**src/sv/swtm_pkg.sv**
```systemverilog
`timescale 1ns / 1ps
// ----------------------------------------------------------------------------
// swtm_pkg
// shared command and status types for the sliding window trimmed mean
// ----------------------------------------------------------------------------
package swtm_pkg;

    localparam int unsigned CFG_DATA_W = 32;
    localparam int unsigned CFG_ADDR_W = 3;
    localparam logic        REG_WINDOW_LEN = 1'b0;
    localparam logic        REG_TRIM_COUNT = 1'b1;

    typedef struct packed {
        logic accept;
        logic oread;
        logic ocap;
        logic inner;
        logic divld;
        logic div;
        logic load_out;
    } swtm_cmd_t;

    typedef struct packed {
        logic rdy;
        logic inner_last;
        logic outer_last;
        logic div_last;
        logic out_free;
    } swtm_sts_t;

endpackage

```
**src/sv/swtm_ram.sv**
```systemverilog
`timescale 1ns / 1ps
// ----------------------------------------------------------------------------
// swtm_ram
// generic single write port, single read port ram with registered read
// ----------------------------------------------------------------------------
module swtm_ram #(
    parameter int WIDTH = 32,
    parameter int DEPTH = 64
) (
    input  logic                     clk,
    input  logic                     we,
    input  logic [$clog2(DEPTH)-1:0] waddr,
    input  logic [WIDTH-1:0]         wdata,
    input  logic [$clog2(DEPTH)-1:0] raddr,
    output logic [WIDTH-1:0]         rdata
);

    logic [WIDTH-1:0] mem [DEPTH];

    always_ff @(posedge clk)
    begin
        if (we)
        begin
            mem[waddr] <= wdata;
        end
        rdata <= mem[raddr];
    end

endmodule

```
**src/sv/swtm_ctrl.sv**
```systemverilog
`timescale 1ns / 1ps
// ----------------------------------------------------------------------------
// swtm_ctrl
// sequencer for accept, rank counting over the window, division and output
// ----------------------------------------------------------------------------
module swtm_ctrl (
    input  logic                clk,
    input  logic                rst_n,
    input  logic                in_valid,
    output logic                in_stall,
    input  swtm_pkg::swtm_sts_t sts,
    output swtm_pkg::swtm_cmd_t cmd
);
    import swtm_pkg::*;

    typedef enum logic [6:0] {
        S_IDLE   = 7'b0000001,
        S_OREAD  = 7'b0000010,
        S_OCAP   = 7'b0000100,
        S_INNER  = 7'b0001000,
        S_DIVLD  = 7'b0010000,
        S_DIV    = 7'b0100000,
        S_RESULT = 7'b1000000
    } state_t;

    state_t state_reg;
    state_t state_next;

    assign in_stall = (state_reg != S_IDLE);

    always_comb
    begin
        state_next = state_reg;
        cmd        = '0;
        unique case (state_reg)
            S_IDLE:
            begin
                if (in_valid)
                begin
                    cmd.accept = 1'b1;
                    state_next = S_OREAD;
                end
            end
            S_OREAD:
            begin
                if (sts.rdy)
                begin
                    cmd.oread  = 1'b1;
                    state_next = S_OCAP;
                end
                else
                begin
                    state_next = S_RESULT;
                end
            end
            S_OCAP:
            begin
                cmd.ocap   = 1'b1;
                state_next = S_INNER;
            end
            S_INNER:
            begin
                cmd.inner = 1'b1;
                if (sts.inner_last)
                begin
                    state_next = sts.outer_last ? S_DIVLD : S_OREAD;
                end
            end
            S_DIVLD:
            begin
                cmd.divld  = 1'b1;
                state_next = S_DIV;
            end
            S_DIV:
            begin
                cmd.div = 1'b1;
                if (sts.div_last)
                begin
                    state_next = S_RESULT;
                end
            end
            S_RESULT:
            begin
                if (sts.out_free)
                begin
                    cmd.load_out = 1'b1;
                    state_next   = S_IDLE;
                end
            end
            default:
            begin
                state_next = S_IDLE;
            end
        endcase
    end

    always_ff @(posedge clk or negedge rst_n)
    begin
        if (!rst_n)
        begin
            state_reg <= S_IDLE;
        end
        else
        begin
            state_reg <= state_next;
        end
    end

endmodule

```
**src/sv/swtm_dp.sv**
```systemverilog
`timescale 1ns / 1ps
// ----------------------------------------------------------------------------
// swtm_dp
// sample ring, rank counting accumulator, restoring divider, output register
// ----------------------------------------------------------------------------
module swtm_dp #(
    parameter int WINDOW_MAX  = 64,
    parameter int SAMPLE_BITS = 32
) (
    input  logic                clk,
    input  logic                rst_n,
    input  logic [6:0]          window_len,
    input  logic [4:0]          trim_count,
    input  logic [31:0]         sample,
    input  swtm_pkg::swtm_cmd_t cmd,
    output swtm_pkg::swtm_sts_t sts,
    input  logic                out_stall,
    output logic                out_valid,
    output logic [31:0]         trimmed_mean,
    output logic                ready_res
);
    import swtm_pkg::*;

    localparam int AW   = $clog2(WINDOW_MAX);
    localparam int CW   = $clog2(WINDOW_MAX + 1);
    localparam int SW   = CW + 1;
    localparam int SUMW = SAMPLE_BITS + $clog2(WINDOW_MAX);
    localparam int DCW  = $clog2(SUMW);

    logic [AW-1:0]                 wp_reg;
    logic [CW-1:0]                 fill_reg;
    logic [CW-1:0]                 w_reg, hi_reg, d_reg, i_reg, j_reg, jq_reg, rank_reg;
    logic [4:0]                    t_reg;
    logic                          rdy_reg;
    logic signed [SAMPLE_BITS-1:0] vi_reg;
    logic signed [SUMW-1:0]        sum_reg;
    logic [CW-1:0]                 rem_reg;
    logic [SUMW-1:0]               quo_reg;
    logic                          neg_reg;
    logic [DCW-1:0]                dcnt_reg;
    logic                          out_valid_reg;
    logic [31:0]                   mean_reg;
    logic                          rres_reg;

    logic [SAMPLE_BITS-1:0]        rdata;
    logic [AW-1:0]                 raddr;
    logic [CW-1:0]                 fill_next, w_next, rank_next;
    logic [5:0]                    twot;
    logic                          rdy_next, less, in_mid;
    logic signed [SAMPLE_BITS-1:0] rd_s;
    logic [CW:0]                   shifted;
    logic                          qbit;
    logic signed [SUMW-1:0]        mean_s;

    function automatic logic [AW-1:0] slot(input logic [AW-1:0] wp, input logic [CW-1:0] age);
        logic [SW-1:0] tmp;
        tmp = SW'(wp) - SW'(age);
        if (tmp[SW-1])
        begin
            tmp = tmp + SW'(WINDOW_MAX);
        end
        return AW'(tmp);
    endfunction

    swtm_ram #(
        .WIDTH (SAMPLE_BITS),
        .DEPTH (WINDOW_MAX)
    ) u_ring (
        .clk   (clk),
        .we    (cmd.accept),
        .waddr (wp_reg),
        .wdata (sample[SAMPLE_BITS-1:0]),
        .raddr (raddr),
        .rdata (rdata)
    );

    assign raddr = cmd.oread ? slot(wp_reg, i_reg) : slot(wp_reg, j_reg);
    assign rd_s  = $signed(rdata);

    always_comb
    begin
        fill_next = (32'(fill_reg) < WINDOW_MAX) ? fill_reg + 1'b1 : fill_reg;
        w_next    = (32'(window_len) > WINDOW_MAX) ? CW'(WINDOW_MAX) : CW'(window_len);
        twot      = {1'b0, trim_count} << 1;
        rdy_next  = (w_next != '0) && (fill_next >= w_next) && (32'(twot) < 32'(w_next));
        less      = (rd_s < vi_reg) || ((rd_s == vi_reg) && (jq_reg < i_reg));
        rank_next = rank_reg + CW'(less);
        in_mid    = (32'(rank_next) >= 32'(t_reg)) && (rank_next < hi_reg);
        shifted   = {rem_reg, quo_reg[SUMW-1]};
        qbit      = (shifted >= {1'b0, d_reg});
        mean_s    = neg_reg ? -$signed(quo_reg) : $signed(quo_reg);
    end

    assign sts.rdy        = rdy_reg;
    assign sts.inner_last = (jq_reg == w_reg);
    assign sts.outer_last = (i_reg == w_reg);
    assign sts.div_last   = (dcnt_reg == DCW'(SUMW - 1));
    assign sts.out_free   = !out_valid_reg || !out_stall;

    always_ff @(posedge clk or negedge rst_n)
    begin
        if (!rst_n)
        begin
            wp_reg        <= '0;
            fill_reg      <= '0;
            rdy_reg       <= 1'b0;
            out_valid_reg <= 1'b0;
        end
        else
        begin
            if (cmd.accept)
            begin
                wp_reg   <= (32'(wp_reg) == WINDOW_MAX - 1) ? '0 : wp_reg + 1'b1;
                fill_reg <= fill_next;
                rdy_reg  <= rdy_next;
            end
            if (cmd.load_out)
            begin
                out_valid_reg <= 1'b1;
            end
            else if (!out_stall)
            begin
                out_valid_reg <= 1'b0;
            end
        end
    end

    always_ff @(posedge clk)
    begin
        if (cmd.accept)
        begin
            w_reg   <= w_next;
            t_reg   <= trim_count;
            hi_reg  <= w_next - CW'(trim_count);
            d_reg   <= w_next - CW'(twot);
            i_reg   <= CW'(1);
            sum_reg <= '0;
        end
        if (cmd.oread)
        begin
            j_reg <= CW'(1);
        end
        if (cmd.ocap)
        begin
            vi_reg   <= $signed(rdata);
            rank_reg <= '0;
            jq_reg   <= j_reg;
            j_reg    <= j_reg + 1'b1;
        end
        if (cmd.inner)
        begin
            jq_reg   <= j_reg;
            j_reg    <= j_reg + 1'b1;
            rank_reg <= rank_next;
            if (sts.inner_last)
            begin
                i_reg <= i_reg + 1'b1;
                if (in_mid)
                begin
                    sum_reg <= sum_reg + SUMW'(vi_reg);
                end
            end
        end
        if (cmd.divld)
        begin
            neg_reg  <= sum_reg[SUMW-1];
            quo_reg  <= sum_reg[SUMW-1] ? SUMW'(-sum_reg) : SUMW'(sum_reg);
            rem_reg  <= '0;
            dcnt_reg <= '0;
        end
        if (cmd.div)
        begin
            rem_reg  <= qbit ? CW'(shifted - {1'b0, d_reg}) : CW'(shifted);
            quo_reg  <= {quo_reg[SUMW-2:0], qbit};
            dcnt_reg <= dcnt_reg + 1'b1;
        end
        if (cmd.load_out)
        begin
            mean_reg <= rdy_reg ? 32'(mean_s) : '0;
            rres_reg <= rdy_reg;
        end
    end

    assign out_valid    = out_valid_reg;
    assign trimmed_mean = mean_reg;
    assign ready_res    = rres_reg;

endmodule

```
**src/sv/sliding_window_trimmed_mean.sv**
```systemverilog
`timescale 1ns / 1ps
// when not ready an accepted sample goes straight to the result state; when ready
// each window sample is ranked over the single read port of the sample ring,
// the middle ranks are summed, and the bit serial divider forms the mean
// throughput: one transaction in flight; the next is taken once the result is registered
// reset: control, pointers, fill count and output valid clear; ring undefined until written
// ----------------------------------------------------------------------------
// sliding_window_trimmed_mean
// trimmed mean over the most recent samples with an apb register port
// ----------------------------------------------------------------------------
module sliding_window_trimmed_mean #(
    parameter int WINDOW_MAX  = 64,
    parameter int SAMPLE_BITS = 32
) (
    input  logic        clk,
    input  logic        rst_n,
    input  logic        psel,
    input  logic        penable,
    input  logic        pwrite,
    input  logic [2:0]  paddr,
    input  logic [31:0] pwdata,
    output logic [31:0] prdata,
    output logic        pready,
    input  logic        in_valid,
    output logic        in_stall,
    input  logic [31:0] sample,
    output logic        out_valid,
    input  logic        out_stall,
    output logic [31:0] trimmed_mean,
    output logic        ready_res
);
    import swtm_pkg::*;

    logic [6:0] window_len_reg;
    logic [4:0] trim_count_reg;
    swtm_cmd_t  cmd;
    swtm_sts_t  sts;
    logic       cfg_wr;

    assign pready = 1'b1;
    assign cfg_wr = psel && penable && pwrite;

    always_ff @(posedge clk or negedge rst_n)
    begin
        if (!rst_n)
        begin
            window_len_reg <= 7'd64;
            trim_count_reg <= 5'd1;
        end
        else if (cfg_wr)
        begin
            unique case (paddr[2])
                REG_WINDOW_LEN: window_len_reg <= pwdata[6:0];
                REG_TRIM_COUNT: trim_count_reg <= pwdata[4:0];
                default:        window_len_reg <= window_len_reg;
            endcase
        end
    end

    always_comb
    begin
        unique case (paddr[2])
            REG_WINDOW_LEN: prdata = CFG_DATA_W'(window_len_reg);
            REG_TRIM_COUNT: prdata = CFG_DATA_W'(trim_count_reg);
            default:        prdata = '0;
        endcase
    end

    swtm_ctrl u_ctrl (
        .clk      (clk),
        .rst_n    (rst_n),
        .in_valid (in_valid),
        .in_stall (in_stall),
        .sts      (sts),
        .cmd      (cmd)
    );

    swtm_dp #(
        .WINDOW_MAX  (WINDOW_MAX),
        .SAMPLE_BITS (SAMPLE_BITS)
    ) u_dp (
        .clk          (clk),
        .rst_n        (rst_n),
        .window_len   (window_len_reg),
        .trim_count   (trim_count_reg),
        .sample       (sample),
        .cmd          (cmd),
        .sts          (sts),
        .out_stall    (out_stall),
        .out_valid    (out_valid),
        .trimmed_mean (trimmed_mean),
        .ready_res    (ready_res)
    );

endmodule

```
**config.mk**
```make
export PLATFORM = sky130hd
export DESIGN_NAME = sliding_window_trimmed_mean
export DESIGN_NICKNAME = d
export VERILOG_FILES = /design/src/sv/swtm_pkg.sv /design/src/sv/swtm_ram.sv /design/src/sv/swtm_ctrl.sv /design/src/sv/swtm_dp.sv /design/src/sv/sliding_window_trimmed_mean.sv
export SDC_FILE = /design/constraint.sdc
export NUM_CORES = 2
export LEC_CHECK = 0
export BUFFER_PORTS_ARGS = -buffer_cell sky130_fd_sc_hd__buf_2
export CAP_MARGIN = 20
export CORE_MARGIN = 1.5
export CORE_UTILIZATION = 65
export CTS_CLUSTER_SIZE = 24
export DETAILED_ROUTE_END_ITERATION = 8
export PLACE_DENSITY = 0.82
export SYNTH_ARGS = -nofsm -noshare
export SYNTH_HDL_FRONTEND = slang
export SYNTH_HIERARCHICAL = 1
export SYNTH_SLANG_ARGS = --single-unit
```
**constraint.sdc**
```tcl
create_clock -name clk -period 10.6 [get_ports clk]
set_input_delay 2.12 -clock clk [delete_from_list [all_inputs] [get_ports clk]]
set_output_delay 2.12 -clock clk [all_outputs]
set_load 0.01 [all_outputs]
```
==> report_table.html <==
<table>
<tr><th>Metric</th><th>Value</th></tr>
<tr><th colspan="2">Yosys</th></tr>
<tr><td>Seq cells post-synth</td><td>roughly 2300</td></tr>
<tr><td>Number of distinct library cells after synthesis</td><td>84</td></tr>
<tr><td>Warnings from Yosys</td><td>6</td></tr>
<tr><td>Cell area after technology mapping</td><td>between 90000 and 100000 sq um</td></tr>
<tr><td>Post-synth EDFFs</td><td>about 2200</td></tr>
<tr><td>Async S/R FF share, synth</td><td>under 10%</td></tr>
<tr><td>Cell count after synthesis</td><td>4863</td></tr>
<tr><td>Syn_area_per_cell</td><td>19.3 sq um</td></tr>
<tr><td>Dominant register cell in the synthesized netlist</td><td>sky130_fd_sc_hd__edfxtp_1</td></tr>
<tr><td>Seq/Total Area, Yosys</td><td>between 70% and 80%</td></tr>
<tr><th colspan="2">Global routing</th></tr>
<tr><td>Largest net degree at the start of global routing</td><td>109</td></tr>
<tr><td>Via count of the first global-routing pass</td><td>roughly 52000</td></tr>
<tr><td>First-pass GRT wire length</td><td>about 360 mm</td></tr>
<tr><td>Antenna violations before repair</td><td>13</td></tr>
<tr><td>Congestion Overflow GR</td><td>0</td></tr>
<tr><td>Global-route usage over all layers</td><td>approximately 34%</td></tr>
<tr><th colspan="2">Die</th></tr>
<tr><td>Die Area</td><td>147000 sq um</td></tr>
<tr><td>Standard-cell row count</td><td>~140</td></tr>
<tr><td>Die Y-Extent</td><td>about 380 microns</td></tr>
<tr><td>Width of the chip</td><td>383 microns</td></tr>
<tr><td>I/O pin cnt</td><td>142</td></tr>
<tr><td>Initial standard-cell utilization of the core</td><td>between 60% and 70%</td></tr>
<tr><td>Core region area</td><td>143000 sq um</td></tr>
<tr><th colspan="2">Timing</th></tr>
<tr><td>Final number of max-transition violations</td><td>0</td></tr>
<tr><td>Total of endpoints with negative setup slack in the final report</td><td>0</td></tr>
<tr><td>Setup skew after layout</td><td>a little under 80 ps</td></tr>
<tr><td>Post-route setup TNS</td><td>0 ps</td></tr>
<tr><td>Worst Tran Pin Value</td><td>about 1200 ps</td></tr>
<tr><td>Endpoints failing hold</td><td>0</td></tr>
<tr><td>Max Clk Rate</td><td>~0.15 GHz</td></tr>
<tr><td>Period Utilization, post-route</td><td>around 63%</td></tr>
<tr><td>Time the worst path needs with I/O delays and setup</td><td>around 6700 ps</td></tr>
<tr><td>RSZ-0062 raised after global routing</td><td>no</td></tr>
<tr><td>Max-slew headroom</td><td>approximately 20%</td></tr>
<tr><th colspan="2">Finish</th></tr>
<tr><td>Combined area of the multi-input logic cells</td><td>24000 sq um</td></tr>
<tr><td>Sequential cell area</td><td>68800 sq um</td></tr>
<tr><td>Share of layout cells above drive strength 1</td><td>between 20% and 30%</td></tr>
<tr><td>Fill count</td><td>roughly 7600</td></tr>
<tr><td>Area growth from synthesis to layout</td><td>11.5%</td></tr>
<tr><td>Largest register FFs</td><td>roughly 2000</td></tr>
<tr><td>Share of the core filled with cells in the final layout</td><td>72.9%</td></tr>
<tr><td>Layout net count</td><td>roughly 5300</td></tr>
<tr><th colspan="2">Worst setup path</th></tr>
<tr><td>Crit Path Category</td><td>flip-flop to flip-flop</td></tr>
<tr><td>Data arrival time at the worst-slack endpoint</td><td>~7500 ps</td></tr>
<tr><td>CP Buf/Inv Count</td><td>2</td></tr>
<tr><td>Critical path fanouts, max</td><td>between 40 and 50</td></tr>
<tr><td>Cell type group with the largest total delay on the critical path</td><td>simple AND/OR/NAND/NOR gates</td></tr>
<tr><td>Cell type of the slowest stage on the worst timing path</td><td>sky130_fd_sc_hd__or2_1</td></tr>
<tr><td>Startpoint type of the worst setup path</td><td>flip-flop</td></tr>
<tr><td>Endpoint class of the critical path</td><td>flip-flop</td></tr>
<tr><td>CP Cell Sequence</td><td>nor3_4 -&gt; nand2_1 -&gt; nor4b_2 -&gt; mux2_2 -&gt; ha_1 -&gt; fa_1 -&gt; xnor2_2 -&gt; buf_4 -&gt; buf_4 -&gt; or2_1 -&gt; o22ai_1 -&gt; nor2_1 -&gt; a21oi_1 -&gt; nor2_1</td></tr>
<tr><td>CP Data Required Time</td><td>approximately 11000 ps</td></tr>
<tr><td>CP max stage delay</td><td>1000 ps</td></tr>
<tr><th colspan="2">Job</th></tr>
<tr><td>Maxcap violations</td><td>0</td></tr>
<tr><th colspan="2">Power and ir drop</th></tr>
<tr><td>Proportion of power drawn by the clock network</td><td>26.5%</td></tr>
<tr><td>Sequential power share</td><td>a little over a third</td></tr>
<tr><td>Combinational power share</td><td>about 38%</td></tr>
<tr><td>Switching component of the power</td><td>approximately 11 mW</td></tr>
<tr><td>Share of total power consumed by net switching</td><td>35.5%</td></tr>
<tr><td>Power Density</td><td>286 nW/um^2</td></tr>
<tr><td>Cell leakage power</td><td>roughly 34 nW</td></tr>
<tr><td>Highest ir drop seen on vdd</td><td>approximately 0.0005 V</td></tr>
<tr><td>Total internal power</td><td>between 15 and 20 mW</td></tr>
<tr><th colspan="2">Clock network</th></tr>
<tr><td>Clock root cell</td><td>sky130_fd_sc_hd__clkbuf_16</td></tr>
<tr><td>CTS Hold Bufs</td><td>0</td></tr>
<tr><td>Number of H-tree levels</td><td>4</td></tr>
<tr><td>Post-CTS Setup Bufs</td><td>0</td></tr>
<tr><td>TritonCTS Buffers</td><td>between 200 and 250</td></tr>
<tr><td>Sink Count</td><td>~2300</td></tr>
<tr><td>Worst skew pair latency</td><td>slightly below 900 ps</td></tr>
<tr><td>Clock-pin transition on the worst setup and hold timing paths</td><td>60 ps</td></tr>
<tr><td>CTS tree</td><td>done</td></tr>
<tr><td>Number of buffers on the longest clock path</td><td>3</td></tr>
<tr><td>Post-cts resize count</td><td>0</td></tr>
<tr><th colspan="2">Place</th></tr>
<tr><td>Routability congestion estimate</td><td>about 0.85</td></tr>
<tr><td>Number of buffers added on ports</td><td>just under 90</td></tr>
<tr><td>Post-detail-place hpwl</td><td>around 120 mm</td></tr>
<tr><th colspan="2">Route</th></tr>
<tr><td>Iteration count of the initial detailed-routing pass</td><td>6</td></tr>
<tr><td>Drt via density</td><td>between 7 and 8</td></tr>
<tr><td>First DRT Iteration DRCs</td><td>roughly 7500</td></tr>
<tr><td>Routed length per instance</td><td>roughly 35 microns</td></tr>
<tr><td>Number of nets with antenna violations after detailed routing</td><td>0</td></tr>
<tr><td>Overall via count from detail_route</td><td>around 50000</td></tr>
<tr><td>Remaining routing DRC violations</td><td>0</td></tr>
<tr><td>Routed wire length</td><td>about 250 mm</td></tr>
<tr><th colspan="2">Outcome</th></tr>
<tr><td>Status</td><td>completed</td></tr>
<tr><th colspan="2">Hold path</th></tr>
<tr><td>Worst hold-check path type</td><td>flip-flop to flip-flop</td></tr>
</table>
-- cells in the mapped netlist (30+ instances only) --
library cell               count  area (sq um)
sky130_fd_sc_hd__nor2_1      232           871
sky130_fd_sc_hd__xor2_1       99           867
sky130_fd_sc_hd__dfxtp_1      77          1540
sky130_fd_sc_hd__inv_1       109           409
sky130_fd_sc_hd__buf_2        58           290
sky130_fd_sc_hd__nand3_1      61           305
sky130_fd_sc_hd__buf_4        52           390
sky130_fd_sc_hd__a21o_1       43           323
sky130_fd_sc_hd__edfxtp_1   2211         66400
sky130_fd_sc_hd__mux4_2      544         12300
sky130_fd_sc_hd__a21oi_1     126           631
sky130_fd_sc_hd__o21ai_0     127           636
sky130_fd_sc_hd__nand2b_1     32           200
sky130_fd_sc_hd__o22ai_1      84           526
sky130_fd_sc_hd__xnor2_1      54           473
sky130_fd_sc_hd__nor2b_1      45           282
sky130_fd_sc_hd__ha_1        125          1560
sky130_fd_sc_hd__mux2i_1     105          1050
sky130_fd_sc_hd__nand2_1     136           510
sky130_fd_sc_hd__dfrtp_1      31           776
sky130_fd_sc_hd__clkbuf_1    117           439
sky130_fd_sc_hd__o221ai_1     30           263
-- cell type report --
type	instances	area share (%)
antenna	3	0.00717
inverter	111	0.412
clock buffer	291	5.66
timing repair buffer	223	1.84
clock inverter	112	1.14
tap	1903	2.27
multi-input combinational	2193	22.9
sequential	2322	65.7
-- per-stage QoR --
stage	hold slack [ps]	power (mW)	setup WS [ps]	instance area, sq um	cells
after detailed placement	427	21.4	4190	96900	6723
final	445	29.9	3880	105000	7158
after global routing	456	30.6	3710	105000	7156
after CTS	444	29.7	4050	104000	7126
after floorplan	408	18.0	4020	94000	4887
after global placement	424	21.2	4290	96900	6723
-- layout by cell type, fill, tap and decap left out, types with 26 or more instances in the layout --
master | synthesis | final
sky130_fd_sc_hd__clkbuf_1 | 117 | 57
sky130_fd_sc_hd__edfxtp_1 | 2211 | 2211
sky130_fd_sc_hd__mux2i_1 | 105 | 105
sky130_fd_sc_hd__nand2b_1 | 32 | 32
sky130_fd_sc_hd__nor2_1 | 232 | 168
sky130_fd_sc_hd__o22ai_1 | 84 | 84
sky130_fd_sc_hd__clkbuf_16 | 0 | 221
sky130_fd_sc_hd__buf_2 | 58 | 88
sky130_fd_sc_hd__nand2_1 | 136 | 136
sky130_fd_sc_hd__nor2b_1 | 45 | 45
sky130_fd_sc_hd__nor2_4 | 0 | 63
sky130_fd_sc_hd__buf_12 | 0 | 28
sky130_fd_sc_hd__xor2_1 | 99 | 98
sky130_fd_sc_hd__clkinv_1 | 1 | 33
sky130_fd_sc_hd__a21oi_1 | 126 | 126
sky130_fd_sc_hd__dfrtp_1 | 31 | 31
sky130_fd_sc_hd__conb_1 | 2 | 26
sky130_fd_sc_hd__ha_1 | 125 | 125
sky130_fd_sc_hd__buf_4 | 52 | 101
sky130_fd_sc_hd__a21o_1 | 43 | 43
sky130_fd_sc_hd__o221ai_1 | 30 | 30
sky130_fd_sc_hd__o21ai_0 | 127 | 127
sky130_fd_sc_hd__inv_1 | 109 | 107
sky130_fd_sc_hd__nand3_1 | 61 | 61
sky130_fd_sc_hd__dfxtp_1 | 77 | 77
sky130_fd_sc_hd__mux4_2 | 544 | 544
sky130_fd_sc_hd__xnor2_1 | 54 | 51
sky130_fd_sc_hd__o31ai_1 | 26 | 26
sky130_fd_sc_hd__clkinv_2 | 0 | 39
-- cells by family (layout without fill, tap and decap cells) --
family / Yosys count / in the layout / share of synthesized area, %
DFF: 2322 / 2322 / 73.3
muxes: 671 / 671 / 14.4
and+or+nand+nor: 669 / 669 / 3.53
AOI/OAI and AO/OA: 544 / 544 / 3.72
buffers and inverters: 372 / 737 / 1.83
xor gates and xnor gates: 153 / 153 / 1.43
adders and majority gates: 130 / 130 / 1.77
other: 2 / 29 / 0.00800
-- power by group through the flow --
stage	combinational [mW]	clock (mW)	sequential [mW]
2_1_floorplan	7.34	0	10.7
3_3_place_gp	10.4	0	10.8
3_5_place_dp	10.6	0	10.8
4_1_cts	11.1	7.96	10.6
5_1_grt	11.7	8.27	10.7
6_report	11.4	7.93	10.7
-- worst paths after layout --
| path | start | endpoint | slack (ps) | depth (start not counted) |
|---|---|---|---|---|
| worst max-delay path | u_ctrl/state_reg[4] | u_dp/u_ring/rdata[19] | 3880 | 14 |
| worst min-delay path | u_dp/u_ring/rdata[31] | u_dp/vi_reg[31] | 440 | 0 |
| worst max register to register | u_ctrl/state_reg[4] | u_dp/u_ring/rdata[19] | 3880 | 14 |
| worst min register to register | u_dp/u_ring/rdata[31] | u_dp/vi_reg[31] | 440 | 0 |
| max in group asynchronous | rst_n | u_ctrl/state_reg[3] | 8630 | 1 |
| min in group asynchronous | rst_n | u_dp/fill_reg[0] | 1390 | 1 |
-- per-layer routing --
metal	wire length (microns)	vias up	global-route usage, %
li1	-	20100	-
met1	79700	25700	43.3
met2	125000	4121	56.7
met3	31100	876	7.69
met4	15000	16	17.9
met5	195	-	0
Power figures use the tool's default switching activity.
